--- src/rtl/sat_pkg.sv ---
package sat_pkg;

  localparam int unsigned MaxArgsDefault = 255;
  localparam int unsigned CountMax       = 255;

  // Characters with a special role in the scanner
  localparam logic [7:0] ChSpace     = 8'h20;
  localparam logic [7:0] ChTab       = 8'h09;
  localparam logic [7:0] ChNewline   = 8'h0a;
  localparam logic [7:0] ChReturn    = 8'h0d;
  localparam logic [7:0] ChFormFeed  = 8'h0c;
  localparam logic [7:0] ChBackslash = 8'h5c;
  localparam logic [7:0] ChDquote    = 8'h22;
  localparam logic [7:0] ChSquote    = 8'h27;

  typedef enum logic [3:0] {
    MODE_SKIP = 4'b0001,
    MODE_ARG  = 4'b0010,
    MODE_SQ   = 4'b0100,
    MODE_DQ   = 4'b1000
  } scan_mode_t;

  typedef struct packed {
    scan_mode_t  scan_mode;
    logic        escape_pending;
    logic [7:0]  args_closed;
  } scan_state_t;

  localparam scan_state_t ScanStateReset = '{
    scan_mode:      MODE_SKIP,
    escape_pending: 1'b0,
    args_closed:    8'd0
  };

  typedef struct packed {
    logic [7:0] char_in;
    logic       last_char;
  } cmd_beat_t;

  typedef struct packed {
    logic       char_valid;
    logic [7:0] char_out;
    logic [7:0] arg_index;
    logic       arg_end;
    logic       command_end;
    logic [7:0] arg_count;
  } tok_beat_t;

  function automatic logic is_blank(input logic [7:0] c);
    return (c == ChSpace) || (c == ChTab) || (c == ChNewline) ||
           (c == ChReturn) || (c == ChFormFeed);
  endfunction

  function automatic logic [7:0] sat_inc(input logic [7:0] v, input logic [7:0] limit);
    return (v < limit) ? v + 8'd1 : limit;
  endfunction

endpackage

--- src/rtl/sat_cmd_if.sv ---
interface sat_cmd_if;
  import sat_pkg::*;

  logic      valid;
  logic      ready;
  cmd_beat_t data;

  modport source (output valid, output data, input ready);
  modport sink (input valid, input data, output ready);
endinterface

--- src/rtl/sat_tok_if.sv ---
interface sat_tok_if;
  import sat_pkg::*;

  logic      valid;
  logic      ready;
  tok_beat_t data;

  modport source (output valid, output data, input ready);
  modport sink (input valid, input data, output ready);
endinterface

--- src/rtl/sat_decode.sv ---
module sat_decode #(
  parameter logic [7:0] COUNT_LIMIT = 8'd255
) (
  input  sat_pkg::scan_state_t state,
  input  sat_pkg::cmd_beat_t   beat,
  output sat_pkg::scan_state_t state_next,
  output sat_pkg::tok_beat_t   result
);
  import sat_pkg::*;

  logic        keep;
  logic        aend;
  scan_mode_t  mode_n;
  logic        esc_n;
  logic [7:0]  closed_n;
  logic [7:0]  c;

  assign c = beat.char_in;

  always_comb begin
    keep     = 1'b0;
    aend     = 1'b0;
    mode_n   = state.scan_mode;
    esc_n    = 1'b0;
    closed_n = state.args_closed;

    priority if (state.escape_pending) begin
      keep = 1'b1;
    end else if (is_blank(c)) begin
      if (state.scan_mode == MODE_ARG) begin
        aend     = 1'b1;
        closed_n = sat_inc(state.args_closed, COUNT_LIMIT);
        mode_n   = MODE_SKIP;
      end else if (state.scan_mode != MODE_SKIP) begin
        keep = 1'b1;
      end
    end else if (c == ChBackslash) begin
      if (state.scan_mode == MODE_SQ) begin
        keep = 1'b1;
      end else begin
        if (state.scan_mode == MODE_SKIP) mode_n = MODE_ARG;
        // a backslash on the final byte has nothing to escape
        if (beat.last_char) keep = 1'b1;
        else esc_n = 1'b1;
      end
    end else if (c == ChDquote) begin
      if (state.scan_mode == MODE_DQ) mode_n = MODE_ARG;
      else if (state.scan_mode != MODE_SQ) mode_n = MODE_DQ;
      else keep = 1'b1;
    end else if (c == ChSquote) begin
      if (state.scan_mode == MODE_SQ) mode_n = MODE_ARG;
      else if (state.scan_mode != MODE_DQ) mode_n = MODE_SQ;
      else keep = 1'b1;
    end else begin
      keep = 1'b1;
      if (state.scan_mode == MODE_SKIP) mode_n = MODE_ARG;
    end

    // close any open argument on the final byte
    if (beat.last_char && (mode_n != MODE_SKIP)) begin
      aend     = 1'b1;
      closed_n = sat_inc(closed_n, COUNT_LIMIT);
    end
  end

  always_comb begin
    if (beat.last_char) begin
      state_next = ScanStateReset;
    end else begin
      state_next.scan_mode      = mode_n;
      state_next.escape_pending = esc_n;
      state_next.args_closed    = closed_n;
    end
  end

  assign result.char_valid  = keep;
  assign result.char_out    = keep ? c : 8'd0;
  assign result.arg_index   = (keep || aend) ? state.args_closed : 8'd0;
  assign result.arg_end     = aend;
  assign result.command_end = beat.last_char;
  assign result.arg_count   = beat.last_char ? closed_n : 8'd0;

endmodule

--- src/rtl/shell_argument_tokenizer_unit.sv ---
// Shell argument tokenizer.
//
// cmd (sink): one command-line byte per beat, char_in plus last_char on the
//   final byte of a command. Bytes are split into white-space separated
//   arguments with Bourne-style quoting and backslash escapes.
// tok (source): one result beat per cmd beat, in order: the kept character
//   and its argument index, an argument-end flag, and on the final byte
//   command_end with the argument count (saturating at min(MAX_ARGS, 255)).
//
// Path: cmd beats are captured in the input register, then pass through the
//   scan logic into the result register. Throughput: one byte per cycle while
//   tok is taken; the scan state loops through one register and the decode logic.
// Reset (rst, synchronous): both stages empty, scanner between arguments, no
//   escape pending, argument count zero. The scanner also returns to this
//   state by itself after the final byte of each command.
// Stall: when tok is not taken the result register holds its beat, the input
//   register fills and holds behind it, and cmd.ready drops; no beat is lost.
module shell_argument_tokenizer_unit #(
  parameter int unsigned MAX_ARGS = sat_pkg::MaxArgsDefault
) (
  input logic   clk,
  input logic   rst,
  sat_cmd_if.sink   cmd,
  sat_tok_if.source tok
);
  import sat_pkg::*;

  localparam logic [7:0] COUNT_LIMIT =
    (MAX_ARGS < CountMax) ? 8'(MAX_ARGS) : 8'(CountMax);

  // input stage
  logic        s1_valid;
  cmd_beat_t   s1_beat;

  // scanner state and decode results
  scan_state_t state;
  scan_state_t state_next;
  tok_beat_t   result;

  logic out_free;
  logic s1_free;
  logic s1_fire;

  // result register can take a beat when empty or being drained
  assign out_free  = !tok.valid || tok.ready;
  assign s1_fire   = s1_valid && out_free;
  assign s1_free   = !s1_valid || out_free;
  assign cmd.ready = s1_free;

  // hold the byte until the result register is free
  always_ff @(posedge clk) begin
    if (rst) begin
      s1_valid <= 1'b0;
    end else if (s1_free) begin
      s1_valid <= cmd.valid;
    end
  end

  always_ff @(posedge clk) begin
    if (cmd.valid && s1_free) begin
      s1_beat <= cmd.data;
    end
  end

  sat_decode #(
    .COUNT_LIMIT (COUNT_LIMIT)
  ) u_decode (
    .state      (state),
    .beat       (s1_beat),
    .state_next (state_next),
    .result     (result)
  );

  // advance the scanner only when a byte moves into the result register
  always_ff @(posedge clk) begin
    if (rst) begin
      state <= ScanStateReset;
    end else if (s1_fire) begin
      state <= state_next;
    end
  end

  always_ff @(posedge clk) begin
    if (rst) begin
      tok.valid <= 1'b0;
    end else if (out_free) begin
      tok.valid <= s1_valid;
    end
  end

  always_ff @(posedge clk) begin
    if (s1_fire) begin
      tok.data <= result;
    end
  end

endmodule

--- src/flat_wrapper.sv ---
// flat-port wrapper written by rule: the top's interface ports become plain ports
module shell_argument_tokenizer_unit_flat import sat_pkg::*;
#(
  parameter int unsigned MAX_ARGS = sat_pkg::MaxArgsDefault
)
  (clk, rst, cmd_valid, cmd_data, cmd_ready, tok_valid, tok_data, tok_ready);
  sat_cmd_if cmd_i ();
  sat_tok_if tok_i ();
  input logic clk;
  input logic rst;
  input wire logic [$bits(cmd_i.valid)-1:0] cmd_valid;
  input wire logic [$bits(cmd_i.data)-1:0] cmd_data;
  output wire logic [$bits(cmd_i.ready)-1:0] cmd_ready;
  output wire logic [$bits(tok_i.valid)-1:0] tok_valid;
  output wire logic [$bits(tok_i.data)-1:0] tok_data;
  input wire logic [$bits(tok_i.ready)-1:0] tok_ready;
  assign cmd_i.valid = cmd_valid;
  assign cmd_i.data = cmd_data;
  assign cmd_ready = cmd_i.ready;
  assign tok_valid = tok_i.valid;
  assign tok_data = tok_i.data;
  assign tok_i.ready = tok_ready;
  shell_argument_tokenizer_unit #(.MAX_ARGS(MAX_ARGS)) u_core (.clk(clk), .rst(rst), .cmd(cmd_i), .tok(tok_i));
endmodule
--- config.mk ---
export PLATFORM = sky130hd
export DESIGN_NAME = shell_argument_tokenizer_unit_flat
export DESIGN_NICKNAME = d
export VERILOG_FILES = /design/src/rtl/sat_pkg.sv /design/src/rtl/sat_cmd_if.sv /design/src/rtl/sat_tok_if.sv /design/src/rtl/sat_decode.sv /design/src/rtl/shell_argument_tokenizer_unit.sv /design/src/flat_wrapper.sv
export SDC_FILE = /design/constraint.sdc
export NUM_CORES = 1
export LEC_CHECK = 0
export ABC_AREA = 1
export BUFFER_PORTS_ARGS = -buffer_cell sky130_fd_sc_hd__buf_4
export CAP_MARGIN = 25
export CORE_MARGIN = 2
export CORE_UTILIZATION = 50
export CTS_BUF_LIST = sky130_fd_sc_hd__clkbuf_2 sky130_fd_sc_hd__clkbuf_4 sky130_fd_sc_hd__clkbuf_8
export DETAILED_ROUTE_END_ITERATION = 10
export GPL_TIMING_DRIVEN = 0
export PLACE_DENSITY = 0.71
export SETUP_SLACK_MARGIN = 0.5
export SKIP_LAST_GASP = 1
export SYNTH_ARGS = -nofsm -noshare
export SYNTH_HDL_FRONTEND = slang
export SYNTH_HIERARCHICAL = 1
export SYNTH_SLANG_ARGS = --single-unit
--- constraint.sdc ---
create_clock -name clk -period 3.09 [get_ports clk]
set_input_delay 0 -clock clk [delete_from_list [all_inputs] [get_ports clk]]
set_output_delay 0 -clock clk [all_outputs]
set_load 0.01 [all_outputs]
==> results.sh <==
export IMPL_port_buffers=41
export IMPL_hold_viol_final=0
export IMPL_clock_fmax_ghz=0.379
export IMPL_h_tree_depth=2
export IMPL_status="complete, no violations"
export IMPL_slew_headroom_pct=27.6
export IMPL_finalSetupViolCount=0
export IMPL_holdPathStages=4
export IMPL_cts_sinks=51
export IMPL_nets=508
export IMPL_grt_pass1_wl_um=11600
export IMPL_cp_start_kind="flop"
export IMPL_clk_latency_ns=0.31
export IMPL_die_h_um=82.6
export IMPL_tightest_slew_ns=1.08
export IMPL_area_growth_pct=39.2
export IMPL_syn_inst=405
export IMPL_cts_tree="done"
export IMPL_wirelength_um=8740
export IMPL_drt_pass1_iterations=5
export IMPL_fillers=429
export IMPL_yosys_warnings=6
export IMPL_numCtsBuffers=5
export IMPL_diodes=0
export IMPL_synthArstFlopShare_pct=0
export IMPL_p_total_mw=1.64
export IMPL_worst_r2r_startpoint="u_core/s1_beat[4]"
export IMPL_start_util_pct=51.8
export IMPL_wl_per_cell_um=15.4
export IMPL_max_stage_delay_ns=0.49
export IMPL_r2r_end="u_core/tok.data[0]"
export IMPL_r2r_slack_ns=0.45
export IMPL_path_clk_slew_ns=0.10
export IMPL_seq_area_frac_synth_pct=44.8
export IMPL_critPathMaxFanout=5
export IMPL_crit_slowest_cell="edfxtp_1"
export IMPL_endpoint_kind="flop"
export IMPL_cts_buffer_depth=2
export IMPL_synthFlopType="edfxtp_1"
export IMPL_grt_max_degree=28
export IMPL_grt_pass1_vias=2440
export IMPL_die_area_um2=6820
export IMPL_hp_start="tok_ready"
export IMPL_min_to="u_core/s1_valid"
export IMPL_avgSynthCellArea_um2=7.62
export IMPL_synth_cell_types=34
export IMPL_fin_crit_sh_pct=85.4
export IMPL_slew_violations=0
export IMPL_ys_ff_latch=51
export IMPL_finalCriticalPeriod_ns=2.64
export IMPL_num_rows=28
export IMPL_arrival_ns=2.79
export IMPL_worstPathRequired_ns=3.24
export IMPL_netlist_area_um2=3090
export IMPL_ir_worst_vdd_uv=203
export IMPL_synth_fp_nets=420
export IMPL_core_um2=5960
export IMPL_critPathKind="reg2reg"
export IMPL_drive_gt1_share_pct=35.6
export IMPL_first_iter_violations=481
export IMPL_hold_class="in2reg"
export IMPL_gp_congestion=0.899
export IMPL_die_width_um=82.6
export IMPL_fin_worst_skew_ns=0.00397
export IMPL_fin_tns_setup_ns=0
export IMPL_dp_hpwl_um=4850
export IMPL_via_per_inst=5.55
export IMPL_rr_worst_depth=15
export IMPL_grt_setup_unrepaired="true"
export IMPL_cap_violations=0
export IMPL_num_vias=3157
export IMPL_drc=0
export IMPL_ios=42
export IMPL_crit_chain="inv_2 -> nand2_2 -> nand2_2 -> nand3_4 -> nor2_8 -> nand4_1 -> nand2_2 -> ha_4 -> nand3_4 -> nor2_4 -> nand3_4 -> nand2_4 -> a21oi_4 -> buf_4 -> nor2_1"
export IMPL_p_leak_nw=1.90
export IMPL_synth_edf_count=36
export IMPL_ant_nets=0
export IMPL_antenna_found_initial=0
export IMPL_overflow=0
export IMPL_cts_root_buf="clkbuf_8"
export IMPL_track_usage_pct=22.3
export IMPL_powerDensity_nw_per_um2=381
[worst max-delay path by stage]
stage / startpoint / end / slack, ns / depth (start not counted)
4_1_cts: u_core/s1_beat[4] / u_core/state[0] / 0.50 / 18
3_5_place_dp: u_core/s1_beat[4] / u_core/state[3] / 0.40 / 18
2_1_floorplan: u_core/s1_beat[4] / u_core/state[4] / 0.79 / 18
6_report: u_core/s1_beat[4] / u_core/tok.data[0] / 0.45 / 15
5_1_grt: u_core/s1_beat[3] / u_core/state[5] / 0.35 / 20
3_3_place_gp: u_core/s1_beat[4] / u_core/state[0] / 0.42 / 19
[cells in the mapped netlist, types with 3 or more instances]
master / n / area [um^2]
nand2_1: 104 / 390
nor2_1: 61 / 229
inv_1: 50 / 188
nand3_1: 43 / 215
edfxtp_1: 36 / 1080
a21oi_1: 19 / 95.1
dfxtp_1: 15 / 300
nand4_1: 12 / 75.1
inv_2: 9 / 33.8
nand3_2: 9 / 90.1
o21ai_1: 7 / 35.0
buf_6: 5 / 56.3
buf_4: 4 / 30.0
clkbuf_1: 3 / 11.3
nor2_2: 3 / 18.8
[worst max-delay path: cells and delay by family, from the launching register on]
kind | cells | cell delay, ns
simple gates | 11 | 1.42
flops | 1 | 0.49
compound gates | 1 | 0.07
fa+ha+maj | 1 | 0.18
buf+inv | 2 | 0.28
[cell usage in the layout, fill, tap and decap left out, drive strengths merged]
cell	synthesis	layout
or2	1	1
inv	59	62
a31oi	1	1
xnor2	1	1
nor2	66	66
dfxtp	15	15
mux2i	1	1
nand3	54	54
nand3b	2	2
o21ai	10	10
nor3	1	1
a21oi	20	20
and2	1	1
clkinv	2	2
ha	2	2
dlygate4sd3	0	11
edfxtp	36	36
clkbuf	3	8
nand2	107	107
xor2	2	2
nand4	12	12
buf	9	79
[final cells by class]
cell class	instances	area, um^2	area share [%]
flip-flops and latches	51	1380	32.2
clock buffers	5	68.8	1.60
clock inverters	3	22.5	0.524
well taps	75	93.8	2.19
multi-input cells	281	1730	40.2
plain buffers	12	97.6	2.27
repair buffers	81	672	15.6
inverters	61	229	5.33
[per-layer routing]
metal,global-route usage (%),wire length (um),vias to the layer above
met3,4.57,718,29
met5,0,0,-
li1,-,-,1487
met4,6.07,255,0
met2,35.3,4130,180
met1,31.1,3640,1461
[where the power goes]
group / switching [mW] / total [mW] / internal [mW]
Sequential: 0.0362 / 0.813 / 0.777
Combinational: 0.241 / 0.420 / 0.179
Clock: 0.241 / 0.405 / 0.164
[state kept, by name, summed over array words and instances, names as in the netlist]
signal            count
u_core/tok.data      27
u_core/state         13
u_core/s1_beat        9
u_core/s1_valid       1
u_core/tok.valid      1
[cell families (layout without fill, tap and decap cells)]
group / count (synthesis) / count (layout) / synth area share [%]
adder cells (fa/ha/maj): 2 / 2 / 0.811
multiplexers: 1 / 1 / 0.324
AND/OR/NAND/NOR: 244 / 244 / 37.0
AO/OA/AOI/OAI: 31 / 31 / 5.68
flip-flops: 51 / 51 / 44.8
XOR/XNOR: 3 / 3 / 0.852
buffers and inverters: 73 / 162 / 10.6
[repair_timing]
action / in CTS / in global routing
endpoints found under the hold margin: 11 / 0
resized for setup: 11 / 77
setup endpoints to repair: 9 / 24
pin swaps: 5 / 34
setup buffers: 7 / 22
gates cloned: 0 / 0
hold buffers: 11 / 0
[through the flow]
stage / hold WS [ns] / utilization (%) / setup WS [ns] / cells / instance area (um^2)
after floorplan: 0.0691 / - / 0.794 / 405 / 3090
after global placement: 0.178 / 58.6 / 0.417 / 521 / 3490
after detailed placement: 0.180 / 58.6 / 0.398 / 521 / 3490
after CTS: 0.0203 / 63.9 / 0.500 / 547 / 3800
after global routing: 0.0533 / 72.1 / 0.350 / 569 / 4290
final: 0.0320 / 72.1 / 0.451 / 569 / 4290
Power figures use the tool's default switching activity.
